### src/design/lrld_pkg.sv
// Shared types and constants of the lightmap run-length decoder.
`default_nettype none

package lrld_pkg;

  localparam logic MODE_WORD   = 1'b0;
  localparam logic MODE_SHADOW = 1'b1;

  localparam logic REG_FORMAT_MODE = 1'b0;
  localparam logic REG_PIXEL_LIMIT = 1'b1;

  localparam logic [1:0] STATUS_OK    = 2'd0;
  localparam logic [1:0] STATUS_LIMIT = 2'd1;
  localparam logic [1:0] STATUS_TRUNC = 2'd2;

  localparam logic [2:0]  PHASE_COUNT  = 3'd4;
  localparam logic [2:0]  PHASE_LAST   = 3'd3;
  localparam logic [31:0] TAG_VAL_MASK = 32'h7FFF_FFFF;
  localparam logic [31:0] SHADE_BLACK  = 32'h0000_0000;
  localparam logic [31:0] SHADE_WHITE  = 32'hFFFF_FFFF;

  // A run candidate from the front, before the limit check.
  typedef struct packed {
    logic [31:0] pix;
    logic [7:0]  cnt;
    logic        cand;
    logic        last;
    logic        trunc;
  } cand_t;

  // One result beat.
  typedef struct packed {
    logic [31:0] pixel_value;
    logic [7:0]  run_length;
    logic        run_valid;
    logic        record_end;
    logic [1:0]  record_status;
  } result_t;

endpackage

`default_nettype wire

### src/design/lrld_fifo.sv
// Small register FIFO used between the decoder stages and at the output.
`default_nettype none

module lrld_fifo #(
  parameter int WIDTH = 8,
  parameter int DEPTH = 2
) (
  input  wire logic             clk,
  input  wire logic             rst,
  input  wire logic             push,
  input  wire logic [WIDTH-1:0] din,
  output logic                  full,
  input  wire logic             pop,
  output logic [WIDTH-1:0]      dout,
  output logic                  empty
);

  localparam int AW = (DEPTH > 1) ? $clog2(DEPTH) : 1;
  localparam int CW = $clog2(DEPTH + 1);

  logic [WIDTH-1:0] mem [DEPTH];
  logic [AW-1:0]    wr_ptr;
  logic [AW-1:0]    rd_ptr;
  logic [CW-1:0]    count;
  logic             do_push;
  logic             do_pop;

  assign full    = (count == CW'(DEPTH));
  assign empty   = (count == '0);
  assign do_push = push && !full;
  assign do_pop  = pop && !empty;
  assign dout    = mem[rd_ptr];

  always_ff @(posedge clk) begin
    if (do_push) begin
      mem[wr_ptr] <= din;
    end
  end

  always_ff @(posedge clk) begin
    if (rst) begin
      wr_ptr <= '0;
      rd_ptr <= '0;
      count  <= '0;
    end else begin
      if (do_push) begin
        wr_ptr <= (wr_ptr == AW'(DEPTH - 1)) ? '0 : wr_ptr + 1'b1;
      end
      if (do_pop) begin
        rd_ptr <= (rd_ptr == AW'(DEPTH - 1)) ? '0 : rd_ptr + 1'b1;
      end
      if (do_push && !do_pop) begin
        count <= count + 1'b1;
      end else if (do_pop && !do_push) begin
        count <= count - 1'b1;
      end
    end
  end

endmodule

`default_nettype wire

### src/design/lrld_front.sv
// Front stage: gathers tags, tracks the shadow fill and forms run candidates.
`default_nettype none

module lrld_front (
  input  wire logic       clk,
  input  wire logic       rst,
  input  wire logic       accept,
  input  wire logic [7:0] data_byte,
  input  wire logic       record_last,
  input  wire logic       format_mode,
  output logic            mid_push,
  output lrld_pkg::cand_t mid_item
);

  logic [2:0]  byte_phase;
  logic [31:0] tag_word;
  logic        fill_toggle;
  logic [2:0]  byte_phase_next;
  logic [31:0] tag_word_next;
  logic        fill_toggle_next;
  logic [31:0] tag_ins;

  always_comb begin
    byte_phase_next  = byte_phase;
    tag_word_next    = tag_word;
    fill_toggle_next = fill_toggle;
    tag_ins          = ((byte_phase == 3'd0) ? 32'd0 : tag_word)
                     | (32'(data_byte) << {byte_phase[1:0], 3'b000});
    mid_item         = '0;
    mid_item.last    = record_last;
    if (format_mode == lrld_pkg::MODE_SHADOW) begin
      mid_item.cand    = 1'b1;
      mid_item.cnt     = data_byte;
      mid_item.pix     = fill_toggle ? lrld_pkg::SHADE_WHITE : lrld_pkg::SHADE_BLACK;
      fill_toggle_next = ~fill_toggle;
    end else if (byte_phase != lrld_pkg::PHASE_COUNT) begin
      tag_word_next   = tag_ins;
      byte_phase_next = byte_phase + 3'd1;
      if (byte_phase == lrld_pkg::PHASE_LAST) begin
        if (tag_ins[31]) begin
          // Continuation tag: the next byte carries the repeat count.
          tag_word_next = tag_ins & lrld_pkg::TAG_VAL_MASK;
        end else begin
          byte_phase_next = 3'd0;
          mid_item.cand   = 1'b1;
          mid_item.cnt    = 8'd1;
          mid_item.pix    = tag_ins;
        end
      end
    end else begin
      byte_phase_next = 3'd0;
      mid_item.cand   = 1'b1;
      mid_item.cnt    = data_byte;
      mid_item.pix    = tag_word;
    end
    mid_item.trunc = (byte_phase_next != 3'd0);
  end

  assign mid_push = accept && (mid_item.cand || record_last);

  always_ff @(posedge clk) begin
    if (rst) begin
      byte_phase  <= '0;
      tag_word    <= '0;
      fill_toggle <= 1'b0;
    end else if (accept) begin
      if (record_last) begin
        byte_phase  <= '0;
        tag_word    <= '0;
        fill_toggle <= 1'b0;
      end else begin
        byte_phase  <= byte_phase_next;
        tag_word    <= tag_word_next;
        fill_toggle <= fill_toggle_next;
      end
    end
  end

endmodule

`default_nettype wire

### src/design/lrld_back.sv
// Back stage: checks the pixel limit and builds result beats.
`default_nettype none

module lrld_back #(
  parameter int LIMIT_WIDTH = 16
) (
  input  wire logic                   clk,
  input  wire logic                   rst,
  input  wire logic [LIMIT_WIDTH-1:0] pixel_limit,
  input  wire logic                   mid_empty,
  input  wire lrld_pkg::cand_t        mid_item,
  output logic                        mid_pop,
  input  wire logic                   out_full,
  output logic                        out_push,
  output lrld_pkg::result_t           out_item
);

  logic [LIMIT_WIDTH:0] pixel_total;
  logic [LIMIT_WIDTH:0] total_sum;
  logic                 error_code;
  logic                 over;
  logic                 admit;
  logic                 emit;
  logic                 err_now;

  assign total_sum = pixel_total + (LIMIT_WIDTH + 1)'(mid_item.cnt);
  assign over      = total_sum > {1'b0, pixel_limit};
  assign admit     = !error_code && mid_item.cand && !over;
  assign err_now   = error_code || (mid_item.cand && over);
  assign emit      = admit && (mid_item.cnt != 8'd0);

  assign mid_pop  = !mid_empty && (!out_full || !(emit || mid_item.last));
  assign out_push = mid_pop && (emit || mid_item.last);

  always_comb begin
    out_item               = '0;
    out_item.run_valid     = emit;
    out_item.pixel_value   = emit ? mid_item.pix : 32'd0;
    out_item.run_length    = emit ? mid_item.cnt : 8'd0;
    out_item.record_end    = mid_item.last;
    out_item.record_status = lrld_pkg::STATUS_OK;
    if (mid_item.last) begin
      if (err_now) begin
        out_item.record_status = lrld_pkg::STATUS_LIMIT;
      end else if (mid_item.trunc) begin
        out_item.record_status = lrld_pkg::STATUS_TRUNC;
      end
    end
  end

  always_ff @(posedge clk) begin
    if (rst) begin
      pixel_total <= '0;
      error_code  <= 1'b0;
    end else if (mid_pop) begin
      if (mid_item.last) begin
        pixel_total <= '0;
        error_code  <= 1'b0;
      end else begin
        error_code <= err_now;
        if (admit) begin
          pixel_total <= total_sum;
        end
      end
    end
  end

  a_status_only_at_end: assert property (@(posedge clk) disable iff (rst)
    out_push && !out_item.record_end |-> out_item.record_status == lrld_pkg::STATUS_OK)
    else $error("status set on a beat that does not end a record");

  a_run_nonzero: assert property (@(posedge clk) disable iff (rst)
    out_push && out_item.run_valid |-> out_item.run_length != 8'd0)
    else $error("valid run with zero length");

  a_record_clears: assert property (@(posedge clk) disable iff (rst)
    mid_pop && mid_item.last |=> pixel_total == '0 && !error_code)
    else $error("record state not cleared at record end");

endmodule

`default_nettype wire

### src/design/lightmap_run_length_decoder_top.sv
// Top level of the lightmap run-length decoder.
//
// Input channel: one compressed byte per beat (data_byte, record_last),
// taken at a clock edge with push high and full low. Result channel: run
// descriptors (pixel_value, run_length, run_valid, record_end,
// record_status) shown while empty is low and taken with pop.
// Each input beat gives zero or one result beat: one when a nonzero run
// completes within the pixel limit or when the byte ends its record.
// The front stage decodes tags and shadow toggles as the byte is accepted
// and writes a candidate into a two-entry queue. The back stage pops it,
// checks the running pixel total against pixel_limit (one add and compare)
// and writes the result into a two-entry output queue. A result is
// written into the middle queue as its byte is taken and into the output
// queue when the back stage pops it; one byte is taken per cycle for as
// long as results are drained. When pop is held low the output queue
// fills, then the middle queue, and full rises; no beat is lost. Reset
// clears both queues and all record state and sets format_mode to 0 and
// pixel_limit to 1024. The user must write registers over the APB-style
// port only while the block is idle; the block does not enforce this.
`default_nettype none

module lightmap_run_length_decoder_top #(
  parameter int LIMIT_WIDTH = 16
) (
  input  wire logic        clk,
  input  wire logic        rst,
  // Byte input.
  input  wire logic        push,
  output logic             full,
  input  wire logic [7:0]  data_byte,
  input  wire logic        record_last,
  // Run output.
  output logic             empty,
  input  wire logic        pop,
  output logic [31:0]      pixel_value,
  output logic [7:0]       run_length,
  output logic             run_valid,
  output logic             record_end,
  output logic [1:0]       record_status,
  // Register port.
  input  wire logic        psel,
  input  wire logic        penable,
  input  wire logic        pwrite,
  input  wire logic [2:0]  paddr,
  input  wire logic [31:0] pwdata,
  output logic [31:0]      prdata,
  output logic             pready
);

  logic                   format_mode;
  logic [LIMIT_WIDTH-1:0] pixel_limit;
  logic                   reg_write;

  logic                   accept;
  logic                   mid_push;
  logic                   mid_full;
  logic                   mid_empty;
  logic                   mid_pop;
  lrld_pkg::cand_t        mid_in;
  lrld_pkg::cand_t        mid_out;
  logic                   out_push;
  logic                   out_full;
  lrld_pkg::result_t      out_in;
  lrld_pkg::result_t      out_out;

  // Register file. Register 0 sits at byte address 0 and register 1 at 4.
  assign pready    = 1'b1;
  assign reg_write = psel && penable && pwrite && pready;

  always_ff @(posedge clk) begin
    if (rst) begin
      format_mode <= lrld_pkg::MODE_WORD;
      pixel_limit <= LIMIT_WIDTH'(16'd1024);
    end else if (reg_write) begin
      if (paddr[2] == lrld_pkg::REG_FORMAT_MODE) begin
        format_mode <= pwdata[0];
      end else begin
        pixel_limit <= LIMIT_WIDTH'(pwdata[15:0]);
      end
    end
  end

  assign prdata = (paddr[2] == lrld_pkg::REG_FORMAT_MODE) ? 32'(format_mode)
                                                          : 32'(pixel_limit);

  // The input side is ready whenever the middle queue has room.
  assign full   = mid_full;
  assign accept = push && !mid_full;

  lrld_front u_front (
    .clk         (clk),
    .rst         (rst),
    .accept      (accept),
    .data_byte   (data_byte),
    .record_last (record_last),
    .format_mode (format_mode),
    .mid_push    (mid_push),
    .mid_item    (mid_in)
  );

  lrld_fifo #(
    .WIDTH ($bits(lrld_pkg::cand_t)),
    .DEPTH (2)
  ) u_mid_q (
    .clk   (clk),
    .rst   (rst),
    .push  (mid_push),
    .din   (mid_in),
    .full  (mid_full),
    .pop   (mid_pop),
    .dout  (mid_out),
    .empty (mid_empty)
  );

  lrld_back #(
    .LIMIT_WIDTH (LIMIT_WIDTH)
  ) u_back (
    .clk         (clk),
    .rst         (rst),
    .pixel_limit (pixel_limit),
    .mid_empty   (mid_empty),
    .mid_item    (mid_out),
    .mid_pop     (mid_pop),
    .out_full    (out_full),
    .out_push    (out_push),
    .out_item    (out_in)
  );

  lrld_fifo #(
    .WIDTH ($bits(lrld_pkg::result_t)),
    .DEPTH (2)
  ) u_out_q (
    .clk   (clk),
    .rst   (rst),
    .push  (out_push),
    .din   (out_in),
    .full  (out_full),
    .pop   (pop),
    .dout  (out_out),
    .empty (empty)
  );

  assign pixel_value   = out_out.pixel_value;
  assign run_length    = out_out.run_length;
  assign run_valid     = out_out.run_valid;
  assign record_end    = out_out.record_end;
  assign record_status = out_out.record_status;

endmodule

`default_nettype wire

### config.mk
export PLATFORM = sky130hd
export DESIGN_NAME = lightmap_run_length_decoder_top
export DESIGN_NICKNAME = d
export VERILOG_FILES = /design/src/design/lrld_pkg.sv /design/src/design/lrld_fifo.sv /design/src/design/lrld_front.sv /design/src/design/lrld_back.sv /design/src/design/lightmap_run_length_decoder_top.sv
export SDC_FILE = /design/constraint.sdc
export NUM_CORES = 1
export LEC_CHECK = 0
export BUFFER_PORTS_ARGS = -buffer_cell sky130_fd_sc_hd__clkbuf_2
export CORE_MARGIN = 2
export CORE_UTILIZATION = 50
export DETAILED_ROUTE_END_ITERATION = 8
export GPL_ROUTABILITY_DRIVEN = 0
export GPL_TIMING_DRIVEN = 0
export PLACE_DENSITY = 0.76
export REMOVE_ABC_BUFFERS = 1
export SLEW_MARGIN = 15
export SYNTH_ARGS = -nofsm -noshare
export SYNTH_HDL_FRONTEND = slang
export SYNTH_SLANG_ARGS = --single-unit
### constraint.sdc
create_clock -name clk -period 10.6 [get_ports clk]
set_clock_uncertainty 0.05 [all_clocks]
set_input_delay 2.12 -clock clk [delete_from_list [all_inputs] [get_ports clk]]
set_output_delay 2.12 -clock clk [all_outputs]
set_load 0.1 [all_outputs]
==> Implementation_results.wiki, run 1 <==
{| class="wikitable"
! Metric !! Value
|-
| Number of antenna violations at the first check in global routing || 0
|-
| F_max || 0.153 GHz
|-
| Compound-cell area share of the yosys netlist || 0.138
|-
| Die extent in x || 155 µm
|-
| Arrival time of data at the critical path endpoint || 6700 ps
|-
| Layout cells sized above 1 || 0.213
|-
| Number of violations of the max-capacitance limit || 0
|-
| Clock input transition at the sequential cells of the worst setup and hold paths || 60 ps
|-
| Flop and latch count out of synthesis || 255
|-
| Async set-reset flop share out of synthesis || 0
|-
| Most common cell in the synthesized netlist || sky130_fd_sc_hd__edfxtp_1
|-
| Clock net sink count || 255
|-
| Vias post-DR || 7514
|-
| Sequential cell area || 0.00685 mm²
|-
| Detailed-route wire length on metal 1 || 10200 µm
|-
| Overall track demand over capacity in global routing || 0.198
|-
| Syn Inst Count || 910
|-
| Post-Synthesis Mean Instance Area || 12.5 µm²
|-
| Post-cts hold buffer count || 0
|-
| Worst Slack Setup Final || 4060 ps
|-
| Met2 routed wirelength || 11900 µm
|-
| Clock Root Buffer || sky130_fd_sc_hd__clkbuf_16
|-
| Mux contribution to synthesized area || 0.0841
|-
| Final period demand of the worst path || 6540 ps
|-
| Multi-input gate area || 0.00415 mm²
|-
| Synth Flop Type || sky130_fd_sc_hd__edfxtp_1
|-
| Setup crit end kind || flop
|-
| Setup TNS after final layout || 0 ps
|-
| Fraction of the mapped netlist area in adder cells || 0.0326
|-
| Post-route DRC violation count || 0
|-
| Category of the critical setup timing path || flop to flop
|-
| Area share of the largest cell type after synthesis || 0.460
|-
| Simple-gate share of the synthesized area || 0.0844
|-
| CTS resizes || 0
|-
| Met3 routed wirelength || 1220 µm
|-
| Count of warnings emitted by yosys || 0
|-
| Number of iterations in the first detailed-routing pass || 5
|-
| Number of H-tree levels || 1
|-
| Pre-CTS worst setup slack || 3980 ps
|-
| Chip height || 155 µm
|-
| Netlist area before placement || 0.0114 mm²
|-
| Grt total ovfl || 0
|-
| Top cells by area in the synthesized netlist || sky130_fd_sc_hd__edfxtp_1, sky130_fd_sc_hd__dfxtp_1, sky130_fd_sc_hd__mux2_2
|-
| # setup viols final || 0
|-
| Worst-path fanout max || 47
|-
| Final cell utilization of the core || 0.575
|-
| Fraction of the cycle the final worst path needs || 0.617
|-
| Wire per inst || 18.4 µm
|-
| Status || completed
|-
| Number of nets with antenna violations after detailed routing || 0
|-
| Worst-case headroom to the max-slew limit || 0.294
|-
| Final antenna diode count || 0
|-
| Post-synthesis share of cell area spent on xor and xnor gates || 0.0168
|-
| # IOs || 130
|-
| Uppermost layer routed || met4
|-
| Commonest cells in the synthesized netlist || sky130_fd_sc_hd__edfxtp_1, sky130_fd_sc_hd__nor2_1, sky130_fd_sc_hd__dfxtp_1
|-
| Total power divided by cell area || 282 mW/mm²
|-
| Register area share after synthesis || 0.602
|-
| Startpoint class of the critical path || flop
|-
| Half-perimeter wire length of the detailed placement result || 15900 µm
|-
| Wire length of the first global-routing pass || 38300 µm
|-
| Final max-slew violation count || 0
|-
| Cell taking the most area after synthesis || sky130_fd_sc_hd__edfxtp_1
|-
| Initial Util || 0.505
|-
| Routed wire length || 23800 µm
|-
| TritonCTS clock tree || done
|-
| Die area || 0.0240 mm²
|-
| Count of different cell masters after synthesis || 61
|-
| Setup repair after global routing missed its margin || false
|-
| Maximum number of pins on one net before global-route repair || 48
|-
| Count of flip-flops with a built-in enable after synthesis || 174
|-
| Core area || 0.0225 mm²
|-
| Main combinational cell family by area after synthesis || compound AO/OA/AOI/OAI gates
|-
| Violation count after the first detailed-route iteration || 629
|-
| Critical path required time || 10760 ps
|-
| Worst IR Drop VDD || 193 µV
|-
| Area Growth Syn to Fin || 13.9%
|-
| Deepest clock path buffer count || 3
|-
| Lkg Pwr || 4.77 nW
|-
| Tightest Pin Transition || 1050 ps
|-
| Number of fill cells || 1827
|-
| Type of the worst min-delay path || flop to flop
|-
| Number of setup buffers added after CTS || 0
|-
| Number of vias per cell after detailed routing || 5.82
|-
| Rows || 55
|-
| Number of clock buffers inserted by TritonCTS || 26
|-
| Total number of nets in the final design || 1065
|-
| Insertion delay to the later sink of the worst-skew pair || 520 ps
|-
| Number of global-route vias before repair || 7646
|-
| Endpoints failing hold || 0
|-
| Number of port buffers || 94
|}
## where the power goes
group | internal (mW) | switching, mW | leakage [nW] | total, mW
logic | 0.335 | 1.09 | 2.09 | 1.43
registers | 1.25 | 0.0985 | 2.28 | 1.35
clock network | 0.511 | 0.357 | 0.404 | 0.868
## per-layer routing
metal,vias up,track usage
li1,3536,-
met1,3705,0.254
met3,44,0.0370
met5,-,0
met4,0,0.0582
met2,229,0.345
## cell type report
type,instances,area share
clock buffer,43,0.0616
multi-input combinational,567,0.321
timing repair buffer,103,0.0494
inverter,32,0.00928
tap,285,0.0276
sequential,255,0.529
clock inverter,5,0.00184
## worst max-delay path, stage by stage, from the launching register on
cell and delay, ps:
sky130_fd_sc_hd__dfxtp_4 840, sky130_fd_sc_hd__mux2i_1 450, sky130_fd_sc_hd__inv_1 140, sky130_fd_sc_hd__ha_1 260, sky130_fd_sc_hd__fa_1 460, sky130_fd_sc_hd__a211oi_1 330, sky130_fd_sc_hd__o21bai_1 130, sky130_fd_sc_hd__a21oi_1 190
sky130_fd_sc_hd__xnor2_1 240, sky130_fd_sc_hd__ha_1 320, sky130_fd_sc_hd__a211oi_1 220, sky130_fd_sc_hd__nor2_1 90, sky130_fd_sc_hd__a2111oi_2 370, sky130_fd_sc_hd__o311ai_2 200, sky130_fd_sc_hd__a211o_4 600, sky130_fd_sc_hd__a221oi_4 380
sky130_fd_sc_hd__nor2b_4 650, sky130_fd_sc_hd__buf_12 270
## through the flow
stage          hold slack [ps]  power [mW]  instances  area, µm²
2_1_floorplan              380        2.52        854      11100
6_report                   404        3.65       1290      12900
3_3_place_gp               393        2.77       1233      11900
4_1_cts                    404        3.67       1290      12900
3_5_place_dp               396        2.81       1242      12100
5_1_grt                    417        3.80       1290      12900
## cell usage in the layout (no fill, tap or decap), types with 4 or more instances in the layout
master	netlist	layout
sky130_fd_sc_hd__xor2_1	8	8
sky130_fd_sc_hd__a21oi_1	35	35
sky130_fd_sc_hd__clkbuf_8	0	4
sky130_fd_sc_hd__clkinv_2	0	4
sky130_fd_sc_hd__buf_12	0	6
sky130_fd_sc_hd__and2_1	7	4
sky130_fd_sc_hd__nand4_1	6	6
sky130_fd_sc_hd__inv_1	31	31
sky130_fd_sc_hd__ha_1	28	28
sky130_fd_sc_hd__conb_1	2	17
sky130_fd_sc_hd__a32o_1	15	15
sky130_fd_sc_hd__clkbuf_2	0	93
sky130_fd_sc_hd__nand3_1	4	4
sky130_fd_sc_hd__nor3_1	5	5
sky130_fd_sc_hd__nor2b_1	15	14
sky130_fd_sc_hd__a221o_1	31	31
sky130_fd_sc_hd__mux2i_1	37	37
sky130_fd_sc_hd__nor2_1	113	111
sky130_fd_sc_hd__clkbuf_1	47	11
sky130_fd_sc_hd__a22o_1	31	31
sky130_fd_sc_hd__dfxtp_1	81	79
sky130_fd_sc_hd__clkbuf_16	0	28
sky130_fd_sc_hd__o211ai_1	5	5
sky130_fd_sc_hd__o21ai_0	15	15
sky130_fd_sc_hd__edfxtp_1	174	174
sky130_fd_sc_hd__a22oi_1	34	34
sky130_fd_sc_hd__mux2_2	51	51
sky130_fd_sc_hd__xnor2_1	12	12
sky130_fd_sc_hd__nand2_1	47	47
## logic make-up (layout without fill, tap and decap cells)
logic type | after synthesis | after routing
other | 2 | 17
multiplexers | 89 | 89
adder cells (fa/ha/maj) | 29 | 29
AND/OR/NAND/NOR | 216 | 216
buffers and inverters | 103 | 183
flip-flops | 255 | 255
AO/OA/AOI/OAI | 195 | 195
XOR/XNOR | 21 | 21
## worst paths after layout
check / depth (start not counted) / slack (ps) / end / start
worst max-delay path: 17 / 4060 / u_out_q.mem[0][41]$_DFFE_PP_ / flop
worst max register to register: 17 / 4060 / u_out_q.mem[0][41]$_DFFE_PP_ / flop
worst min register to register: 2 / 400 / pixel_limit[5]$_SDFFE_PP0P_ / pixel_limit[5]$_SDFFE_PP0P_
worst min-delay path: 2 / 400 / pixel_limit[5]$_SDFFE_PP0P_ / pixel_limit[5]$_SDFFE_PP0P_
## registers in the layout (all words and copies together) (netlist names), named ones only
name                 cells
u_out_q.mem             88
u_back.pixel_total      17
u_front.byte_phase       3
u_out_q.rd_ptr           1
u_mid_q.wr_ptr           1
u_back.error_code        1
u_front.tag_word        32
format_mode              1
u_out_q.wr_ptr           1
u_front.fill_toggle      1
u_out_q.count            2
pixel_limit             16
u_mid_q.mem             86
u_mid_q.rd_ptr           1
u_mid_q.count            2
Power figures use the tool's default switching activity.
==> inputs of run 2 (changes only) <==
==> constraint.sdc (replaced) <==
create_clock -name clk -period 6.2 [get_ports clk]
set_clock_uncertainty 0.05 [all_clocks]
set_input_delay 1.24 -clock clk [delete_from_list [all_inputs] [get_ports clk]]
set_output_delay 1.24 -clock clk [all_outputs]
set_load 0.1 [all_outputs]
==> Implementation_results.wiki, run 2 (synthesized netlist as in run 1, its figures left out) <==
{| class="wikitable"
! Metric !! Value
|-
| Status || completed (unchanged)
|-
| Grt total ovfl || 0 (unchanged)
|-
| Tightest Pin Transition || 1050 ps (about the same)
|-
| Core area || 0.0225 mm² (unchanged)
|-
| Die extent in x || 155 µm (unchanged)
|-
| Fin area || 0.0130 mm² (was 0.0129 mm²)
|-
| Maximum number of pins on one net before global-route repair || 42 (was 48)
|-
| Layout cells sized above 1 || 0.219 (was 0.213)
|-
| Fraction of power spent switching nets || 0.427 (was 0.425)
|-
| Number of vias per cell after detailed routing || 5.87 (was 5.82)
|-
| Met3 routed wirelength || 1580 µm (was 1220 µm)
|-
| Insertion delay to the later sink of the worst-skew pair || 520 ps (about the same)
|-
| # setup viols final || 0 (unchanged)
|-
| Startpoint class of the critical path || flop (unchanged)
|-
| Total number of nets in the final design || 1071 (was 1065)
|-
| Number of global-route vias before repair || 7636 (was 7646)
|-
| Number of clock buffers inserted by TritonCTS || 26 (unchanged)
|-
| Multi-input gate area || 0.00418 mm² (was 0.00415 mm²)
|-
| Leading cell type in the layout, fill and taps excluded || sky130_fd_sc_hd__edfxtp_1 (unchanged)
|-
| Worst Slack Setup Final || 396 ps (was 4060 ps)
|-
| Post-route DRC violation count || 0 (unchanged)
|-
| Number of violations of the max-capacitance limit || 0 (unchanged)
|-
| Int Power || 3.64 mW (was 2.10 mW)
|-
| Die area || 0.0240 mm² (unchanged)
|-
| Vias post-DR || 7603 (was 7514)
|-
| F_max || 0.172 GHz (was 0.153 GHz)
|-
| # IOs || 130 (unchanged)
|-
| Final cell utilization of the core || 0.580 (was 0.575)
|-
| Setup repair after global routing missed its margin || false (unchanged)
|-
| Type of the worst min-delay path || flop to flop (unchanged)
|-
| Net switching power || 2.71 mW (was 1.55 mW)
|-
| Category of the critical setup timing path || flop to flop (unchanged)
|-
| Arrival time of data at the critical path endpoint || 5930 ps (was 6700 ps)
|-
| Fraction of the cycle the final worst path needs || 0.936 (was 0.617)
|-
| Met2 routed wirelength || 12200 µm (was 11900 µm)
|-
| Largest registers || u_out_q.mem: 88 flops, u_mid_q.mem: 86 flops, u_front.tag_word: 32 flops (unchanged)
|-
| Deepest clock path buffer count || 3 (unchanged)
|-
| Critical path required time || 6320 ps (was 10760 ps)
|-
| Wire length of the first global-routing pass || 39100 µm (was 38300 µm)
|-
| Worst-case headroom to the max-slew limit || 0.301 (was 0.294)
|-
| Number of iterations in the first detailed-routing pass || 5 (unchanged)
|-
| Relative contribution of sequential cells to total power || 0.357 (was 0.371)
|-
| Number of port buffers || 94 (unchanged)
|-
| Wire per inst || 19.2 µm (was 18.4 µm)
|-
| Sequential cell area || 0.00685 mm² (unchanged)
|-
| Clk network pwr share || 0.235 (was 0.238)
|-
| Violation count after the first detailed-route iteration || 727 (was 629)
|-
| Routed wire length || 24900 µm (was 23800 µm)
|-
| Number of antenna violations at the first check in global routing || 0 (unchanged)
|-
| Rows || 55 (unchanged)
|-
| Setup TNS after final layout || 0 ps (unchanged)
|-
| Overall track demand over capacity in global routing || 0.204 (was 0.198)
|-
| Clock Root Buffer || sky130_fd_sc_hd__clkbuf_16 (unchanged)
|-
| Detailed-route wire length on metal 1 || 10400 µm (was 10200 µm)
|-
| Half-perimeter wire length of the detailed placement result || 15900 µm (unchanged)
|-
| Worst IR Drop VDD || 329 µV (was 193 µV)
|-
| Worst-path fanout max || 41 (was 47)
|-
| Area Growth Syn to Fin || 14.8% (was 13.9%)
|-
| Clock net sink count || 255 (unchanged)
|-
| Final period demand of the worst path || 5800 ps (was 6540 ps)
|-
| Endpoints failing hold || 0 (unchanged)
|-
| Chip height || 155 µm (unchanged)
|-
| TritonCTS clock tree || done (unchanged)
|-
| Uppermost layer routed || met4 (unchanged)
|-
| Pre-CTS worst setup slack || -416 ps (was 3980 ps)
|-
| Most frequent cells in the layout || sky130_fd_sc_hd__edfxtp_1, sky130_fd_sc_hd__nor2_1, sky130_fd_sc_hd__clkbuf_2 (unchanged)
|-
| Number of H-tree levels || 1 (unchanged)
|-
| Number of nets with antenna violations after detailed routing || 0 (unchanged)
|-
| Setup crit end kind || flop (unchanged)
|-
| Clock input transition at the sequential cells of the worst setup and hold paths || 60 ps (about the same)
|-
| Final antenna diode count || 0 (unchanged)
|-
| Total power divided by cell area || 487 mW/mm² (was 282 mW/mm²)
|-
| Lkg Pwr || 4.82 nW (was 4.77 nW)
|-
| Largest reg by FF count || u_out_q.mem (unchanged)
|-
| Total power || 6.35 mW (was 3.65 mW)
|-
| Number of fill cells || 1818 (was 1827)
|-
| Initial Util || 0.505 (unchanged)
|-
| Number of flip-flops under the largest register name || 88 (unchanged)
|-
| Post-cts hold buffer count || 0 (unchanged)
|-
| Final max-slew violation count || 0 (unchanged)
|-
| Placed instance area || 0.0121 mm² (unchanged)
|-
| Proportion of power drawn by combinational gates || 0.408 (was 0.391)
|}
==> run 2: changes by cell type in the layout (fill, tap and decap cells not counted) <==
cell                      before  now
sky130_fd_sc_hd__and2_4        0    1
sky130_fd_sc_hd__nor2b_4       1    2
sky130_fd_sc_hd__mux2i_2       0    1
sky130_fd_sc_hd__buf_12        6    8
sky130_fd_sc_hd__buf_16        1    2
sky130_fd_sc_hd__buf_4         1    2
sky130_fd_sc_hd__mux2i_1      37   36
==> run 2: path summary, 6_finish.rpt <==
kind	end	startpoint	cells past startpoint	slack [ps]
worst max-delay path	u_out_q.mem[0][13]$_DFFE_PP_	flop	17	400
worst min-delay path	pixel_limit[5]$_SDFFE_PP0P_	pixel_limit[5]$_SDFFE_PP0P_	2	400
worst max register to register	u_out_q.mem[0][13]$_DFFE_PP_	flop	17	400
worst min register to register	pixel_limit[5]$_SDFFE_PP0P_	pixel_limit[5]$_SDFFE_PP0P_	2	400
==> run 2: layout make-up <==
class / instances / area share
flip-flops and latches: 255 / 0.525
inverters: 32 / 0.00921
repair buffers: 107 / 0.0548
well taps: 285 / 0.0273
multi-input cells: 569 / 0.320
clock inverters: 5 / 0.00182
clock buffers: 43 / 0.0611
==> run 2: critical path, stage by stage, from the launching register on <==
cell                        delay [ps]
sky130_fd_sc_hd__dfxtp_4           490
sky130_fd_sc_hd__mux2i_2           360
sky130_fd_sc_hd__inv_1             130
sky130_fd_sc_hd__ha_1              250
sky130_fd_sc_hd__fa_1              460
sky130_fd_sc_hd__a211oi_1          320
sky130_fd_sc_hd__o21bai_1          130
sky130_fd_sc_hd__a21oi_1           180
sky130_fd_sc_hd__xnor2_1           240
sky130_fd_sc_hd__ha_1              330
sky130_fd_sc_hd__a211oi_1          220
sky130_fd_sc_hd__nor2_1             90
sky130_fd_sc_hd__a2111oi_2         390
sky130_fd_sc_hd__o311ai_2          200
sky130_fd_sc_hd__a211o_4           590
sky130_fd_sc_hd__a221oi_4          420
sky130_fd_sc_hd__buf_4             210
sky130_fd_sc_hd__nor2b_4           390
==> run 2: power by group through the flow <==
stage / combinational (mW) / clock (mW) / sequential [mW]
floorplan: 2.00 / 0 / 2.31
global placement: 2.36 / 0 / 2.37
detailed placement: 2.45 / 0 / 2.35
CTS: 2.54 / 1.51 / 2.29
global route: 2.73 / 1.58 / 2.29
finish: 2.59 / 1.49 / 2.27
==> run 2: repair_timing <==
action | 4_1_cts | 5_1_grt
setup endpoints to repair | 89 | 91
resized for setup | 2 | 1
pin swaps | 0 | 3
buffers inserted | 2 | 2
gates cloned | 1 | 1
==> run 2: stage by stage <==
stage                     hold WS (ps)  instances
after detailed placement           396       1242
after floorplan                    380        854
after global routing               417       1296
after global placement             393       1233
after CTS                          404       1293
final                              404       1296
==> run 2: layer usage <==
layer / GRT usage / vias up
met2: 0.352 / 260
met1: 0.266 / 3736
met4: 0.0608 / 0
li1: - / 3558
met5: 0 / -
met3: 0.0336 / 49
==> inputs of run 3 (changes only) <==
--- a/config.mk
+++ b/config.mk
@@ -5,9 +5,11 @@
 export SDC_FILE = /design/constraint.sdc
 export NUM_CORES = 1
 export LEC_CHECK = 0
+export ABC_AREA = 1
 export BUFFER_PORTS_ARGS = -buffer_cell sky130_fd_sc_hd__clkbuf_2
 export CORE_MARGIN = 2
 export CORE_UTILIZATION = 50
+export CTS_CLUSTER_DIAMETER = 80
 export DETAILED_ROUTE_END_ITERATION = 8
 export GPL_ROUTABILITY_DRIVEN = 0
 export GPL_TIMING_DRIVEN = 0
==> constraint.sdc (replaced) <==
create_clock -name clk -period 6.2 [get_ports clk]
set_clock_uncertainty 0.05 [all_clocks]
set_input_delay 1.24 -clock clk [delete_from_list [all_inputs] [get_ports clk]]
set_output_delay 1.24 -clock clk [all_outputs]
set_load 0.005 [all_outputs]
==> Implementation_results.wiki, run 3 <==
{| class="wikitable"
! Metric !! Value
|-
| Status || completed (unchanged)
|-
| Post-cts hold buffer count || 0 (unchanged)
|-
| Half-perimeter wire length of the detailed placement result || 16600 µm (was 15900 µm)
|-
| Post-route DRC violation count || 0 (unchanged)
|-
| Count of buffering cells on the critical path with inverters included || 5 (was 2)
|-
| Int Power || 3.89 mW (was 3.64 mW)
|-
| Worst Slack Setup Final || 565 ps (was 396 ps)
|-
| Clock net sink count || 255 (unchanged)
|-
| Maximum number of pins on one net before global-route repair || 43 (was 42)
|-
| Number of H-tree levels || 1 (unchanged)
|-
| Deepest clock path buffer count || 3 (unchanged)
|-
| Worst IR Drop VDD || 231 µV (was 329 µV)
|-
| Number of clock buffers inserted by TritonCTS || 26 (unchanged)
|-
| Cell family with the largest share of critical-path delay || simple AND/OR/NAND/NOR gates (was compound AO/OA/AOI/OAI gates)
|-
| Most frequent cells in the layout || sky130_fd_sc_hd__nand2_1, sky130_fd_sc_hd__edfxtp_1, sky130_fd_sc_hd__inv_1 (was sky130_fd_sc_hd__edfxtp_1, sky130_fd_sc_hd__nor2_1, sky130_fd_sc_hd__clkbuf_2)
|-
| Count of flip-flops with a built-in enable after synthesis || 174 (unchanged)
|-
| Startpoint class of the critical path || flop (unchanged)
|-
| Netlist area before placement || 0.0119 mm² (was 0.0114 mm²)
|-
| # IOs || 130 (unchanged)
|-
| Top cells by area in the synthesized netlist || sky130_fd_sc_hd__edfxtp_1, sky130_fd_sc_hd__dfxtp_1, sky130_fd_sc_hd__nand2_1 (was sky130_fd_sc_hd__edfxtp_1, sky130_fd_sc_hd__dfxtp_1, sky130_fd_sc_hd__mux2_2)
|-
| Setup crit end kind || flop (unchanged)
|-
| Initial Util || 0.508 (was 0.505)
|-
| Most common cell in the synthesized netlist || sky130_fd_sc_hd__nand2_1 (was sky130_fd_sc_hd__edfxtp_1)
|-
| Async set-reset flop share out of synthesis || 0 (unchanged)
|-
| Total power || 5.97 mW (was 6.35 mW)
|-
| Worst-case headroom to the max-slew limit || 0.244 (was 0.301)
|-
| Count of warnings emitted by yosys || 0 (unchanged)
|-
| # setup viols final || 0 (unchanged)
|-
| Overall track demand over capacity in global routing || 0.214 (was 0.204)
|-
| Pre-CTS worst setup slack || -550 ps (was -416 ps)
|-
| Insertion delay to the later sink of the worst-skew pair || 530 ps (was 520 ps)
|-
| Syn Inst Count || 1230 (was 910)
|-
| Post-Synthesis Mean Instance Area || 9.66 µm² (was 12.5 µm²)
|-
| Core area || 0.0234 mm² (was 0.0225 mm²)
|-
| Lkg Pwr || 5.32 nW (was 4.82 nW)
|-
| Wire per inst || 16.6 µm (was 19.2 µm)
|-
| Fraction of the cycle the final worst path needs || 0.909 (was 0.936)
|-
| Violation count after the first detailed-route iteration || 850 (was 727)
|-
| Tightest Pin Transition || 1130 ps (was 1050 ps)
|-
| Type of the worst min-delay path || flop to flop (unchanged)
|-
| Number of flip-flops under the largest register name || 88 (unchanged)
|-
| Cell count after placement || 1581 (was 1242)
|-
| Final max-slew violation count || 0 (unchanged)
|-
| Synth Flop Type || sky130_fd_sc_hd__edfxtp_1 (unchanged)
|-
| Final period demand of the worst path || 5640 ps (was 5800 ps)
|-
| Met2 Usage GRT || 0.362 (was 0.352)
|-
| Layout cells sized above 1 || 0.168 (was 0.219)
|-
| Relative contribution of sequential cells to total power || 0.394 (was 0.357)
|-
| Setup repair after global routing missed its margin || false (unchanged)
|-
| F_max || 0.177 GHz (was 0.172 GHz)
|-
| Critical path's most frequent cell || sky130_fd_sc_hd__nand2_1
|-
| Critical path required time || 6550 ps (was 6320 ps)
|-
| Cell taking the most area after synthesis || sky130_fd_sc_hd__edfxtp_1 (unchanged)
|-
| Number of port buffers || 94 (unchanged)
|-
| Number of antenna violations at the first check in global routing || 1 (was 0)
|-
| Clk network pwr share || 0.257 (was 0.235)
|-
| Number of global-route vias before repair || 8634 (was 7636)
|-
| Die area || 0.0250 mm² (was 0.0240 mm²)
|-
| Number of iterations in the first detailed-routing pass || 6 (was 5)
|-
| Proportion of power drawn by combinational gates || 0.349 (was 0.408)
|-
| Cell at the slowest stage of the critical path || sky130_fd_sc_hd__fa_1 (was sky130_fd_sc_hd__a211o_4)
|-
| Net switching power || 2.08 mW (was 2.71 mW)
|-
| Routing usage on met3 || 0.0361 (was 0.0336)
|-
| Final cell utilization of the core || 0.582 (was 0.580)
|-
| Die extent in x || 158 µm (was 155 µm)
|-
| Most Used Layer, Global Route || met2 (unchanged)
|-
| Area Growth Syn to Fin || 14.5% (was 14.8%)
|-
| Total power divided by cell area || 439 mW/mm² (was 487 mW/mm²)
|-
| Cell Count, Final, Fillers Out || 1636 (was 1296)
|-
| Largest registers || u_out_q.mem: 88 flops, u_mid_q.mem: 86 flops, u_front.tag_word: 32 flops (unchanged)
|-
| Routed wire length || 27200 µm (was 24900 µm)
|-
| Rows || 56 (was 55)
|-
| Chip height || 158 µm (was 155 µm)
|-
| Area share of the largest cell type after synthesis || 0.440 (was 0.460)
|-
| Total number of nets in the final design || 1378 (was 1071)
|-
| Number of vias per cell after detailed routing || 5.47 (was 5.87)
|-
| Clock Root Buffer || sky130_fd_sc_hd__clkbuf_16 (unchanged)
|-
| Endpoints failing hold || 0 (unchanged)
|-
| Clock input transition at the sequential cells of the worst setup and hold paths || 50 ps (was 60 ps)
|-
| Commonest cells in the synthesized netlist || sky130_fd_sc_hd__nand2_1, sky130_fd_sc_hd__edfxtp_1, sky130_fd_sc_hd__inv_1 (was sky130_fd_sc_hd__edfxtp_1, sky130_fd_sc_hd__nor2_1, sky130_fd_sc_hd__dfxtp_1)
|-
| Final antenna diode count || 0 (unchanged)
|-
| Grt met1 use || 0.280 (was 0.266)
|-
| Worst-path fanout max || 42 (was 41)
|-
| Category of the critical setup timing path || flop to flop (unchanged)
|-
| Vias post-DR || 8954 (was 7603)
|-
| Setup TNS after final layout || 0 ps (unchanged)
|-
| Wire length of the first global-routing pass || 42700 µm (was 39100 µm)
|-
| Flop and latch count out of synthesis || 255 (unchanged)
|-
| Fin area || 0.0136 mm² (was 0.0130 mm²)
|-
| Placed instance area || 0.0126 mm² (was 0.0121 mm²)
|-
| Number of nets with antenna violations after detailed routing || 0 (unchanged)
|-
| Arrival time of data at the critical path endpoint || 5990 ps (was 5930 ps)
|-
| Largest reg by FF count || u_out_q.mem (unchanged)
|-
| Register area share after synthesis || 0.576 (was 0.602)
|-
| Grt total ovfl || 0 (unchanged)
|-
| Crit path largest cell delay || 430 ps (was 590 ps)
|-
| Worst hold-check slack || 411 ps (was 404 ps)
|-
| Count of different cell masters after synthesis || 44 (was 61)
|-
| Fraction of power spent switching nets || 0.348 (was 0.427)
|-
| TritonCTS clock tree || done (unchanged)
|-
| Leading cell type in the layout, fill and taps excluded || sky130_fd_sc_hd__nand2_1 (was sky130_fd_sc_hd__edfxtp_1)
|-
| Number of violations of the max-capacitance limit || 0 (unchanged)
|-
| Worst hold start || u_back.pixel_total[16]$_SDFFE_PP0P_ (was pixel_limit[5]$_SDFFE_PP0P_)
|}
-- run 3: cell type report --
class / instances / area [µm²]
Inverter: 154 / 583
Fill cell: 1919 / 9790
Multi-Input combinational cell: 754 / 4240
Clock inverter: 12 / 129
Sequential cell: 255 / 6850
Timing Repair Buffer: 107 / 689
Tap cell: 319 / 399
Clock buffer: 35 / 714
-- run 3: final timing paths --
| kind | endpoint | slack, ps | depth (start not counted) |
|---|---|---|---|
| setup / recovery | u_out_q.count[1]$_SDFFE_PP0P_ | 560 | 36 |
| hold / removal | u_back.pixel_total[16]$_SDFFE_PP0P_ | 410 | 2 |
| setup reg to reg | u_out_q.count[1]$_SDFFE_PP0P_ | 560 | 36 |
| hold reg to reg | u_back.pixel_total[16]$_SDFFE_PP0P_ | 410 | 2 |
-- run 3: power by group through the flow --
| stage | sequential, mW | combinational, mW | clock [mW] |
|---|---|---|---|
| final | 2.35 | 2.09 | 1.53 |
| after global routing | 2.38 | 2.34 | 1.63 |
| after CTS | 2.36 | 2.02 | 1.56 |
| after detailed placement | 2.40 | 1.92 | 0 |
| after global placement | 2.45 | 1.77 | 0 |
| after floorplan | 2.39 | 1.25 | 0 |
-- run 3: worst register-to-register path, delay by kind of cell (launching register included) --
family                     cells  cell delay (ps)
AOI/OAI and AO/OA              8             1180
adders and majority gates      4             1250
and+or+nand+nor               19             2060
buffers and inverters          5              640
DFF                            1              360
-- run 3: repair_timing --
item                                    CTS  global route
gates resized for setup                   2             8
setup buffers                             3             1
cloned                                    2             2
pin swaps                                 3             1
endpoints found under the setup margin  109            13
-- run 3: kinds of logic (layout without fill, tap and decap cells) --
logic type / Yosys count / in the layout / synth area share
AND/OR/NAND/NOR: 427 / 430 / 0.150
multiplexers: 45 / 45 / 0.0425
flip-flops: 255 / 255 / 0.576
XOR/XNOR: 13 / 13 / 0.00958
adder cells (fa/ha/maj): 29 / 29 / 0.0312
buffers and inverters: 239 / 308 / 0.0820
other: 2 / 17 / 0.000632
AO/OA/AOI/OAI: 220 / 220 / 0.108
-- run 3: routing by layer --
metal  vias up  wire, µm
met5         -        13
met4         2       807
met3        75      1900
met2       332     13200
met1      4243     11300
li1       4302         -
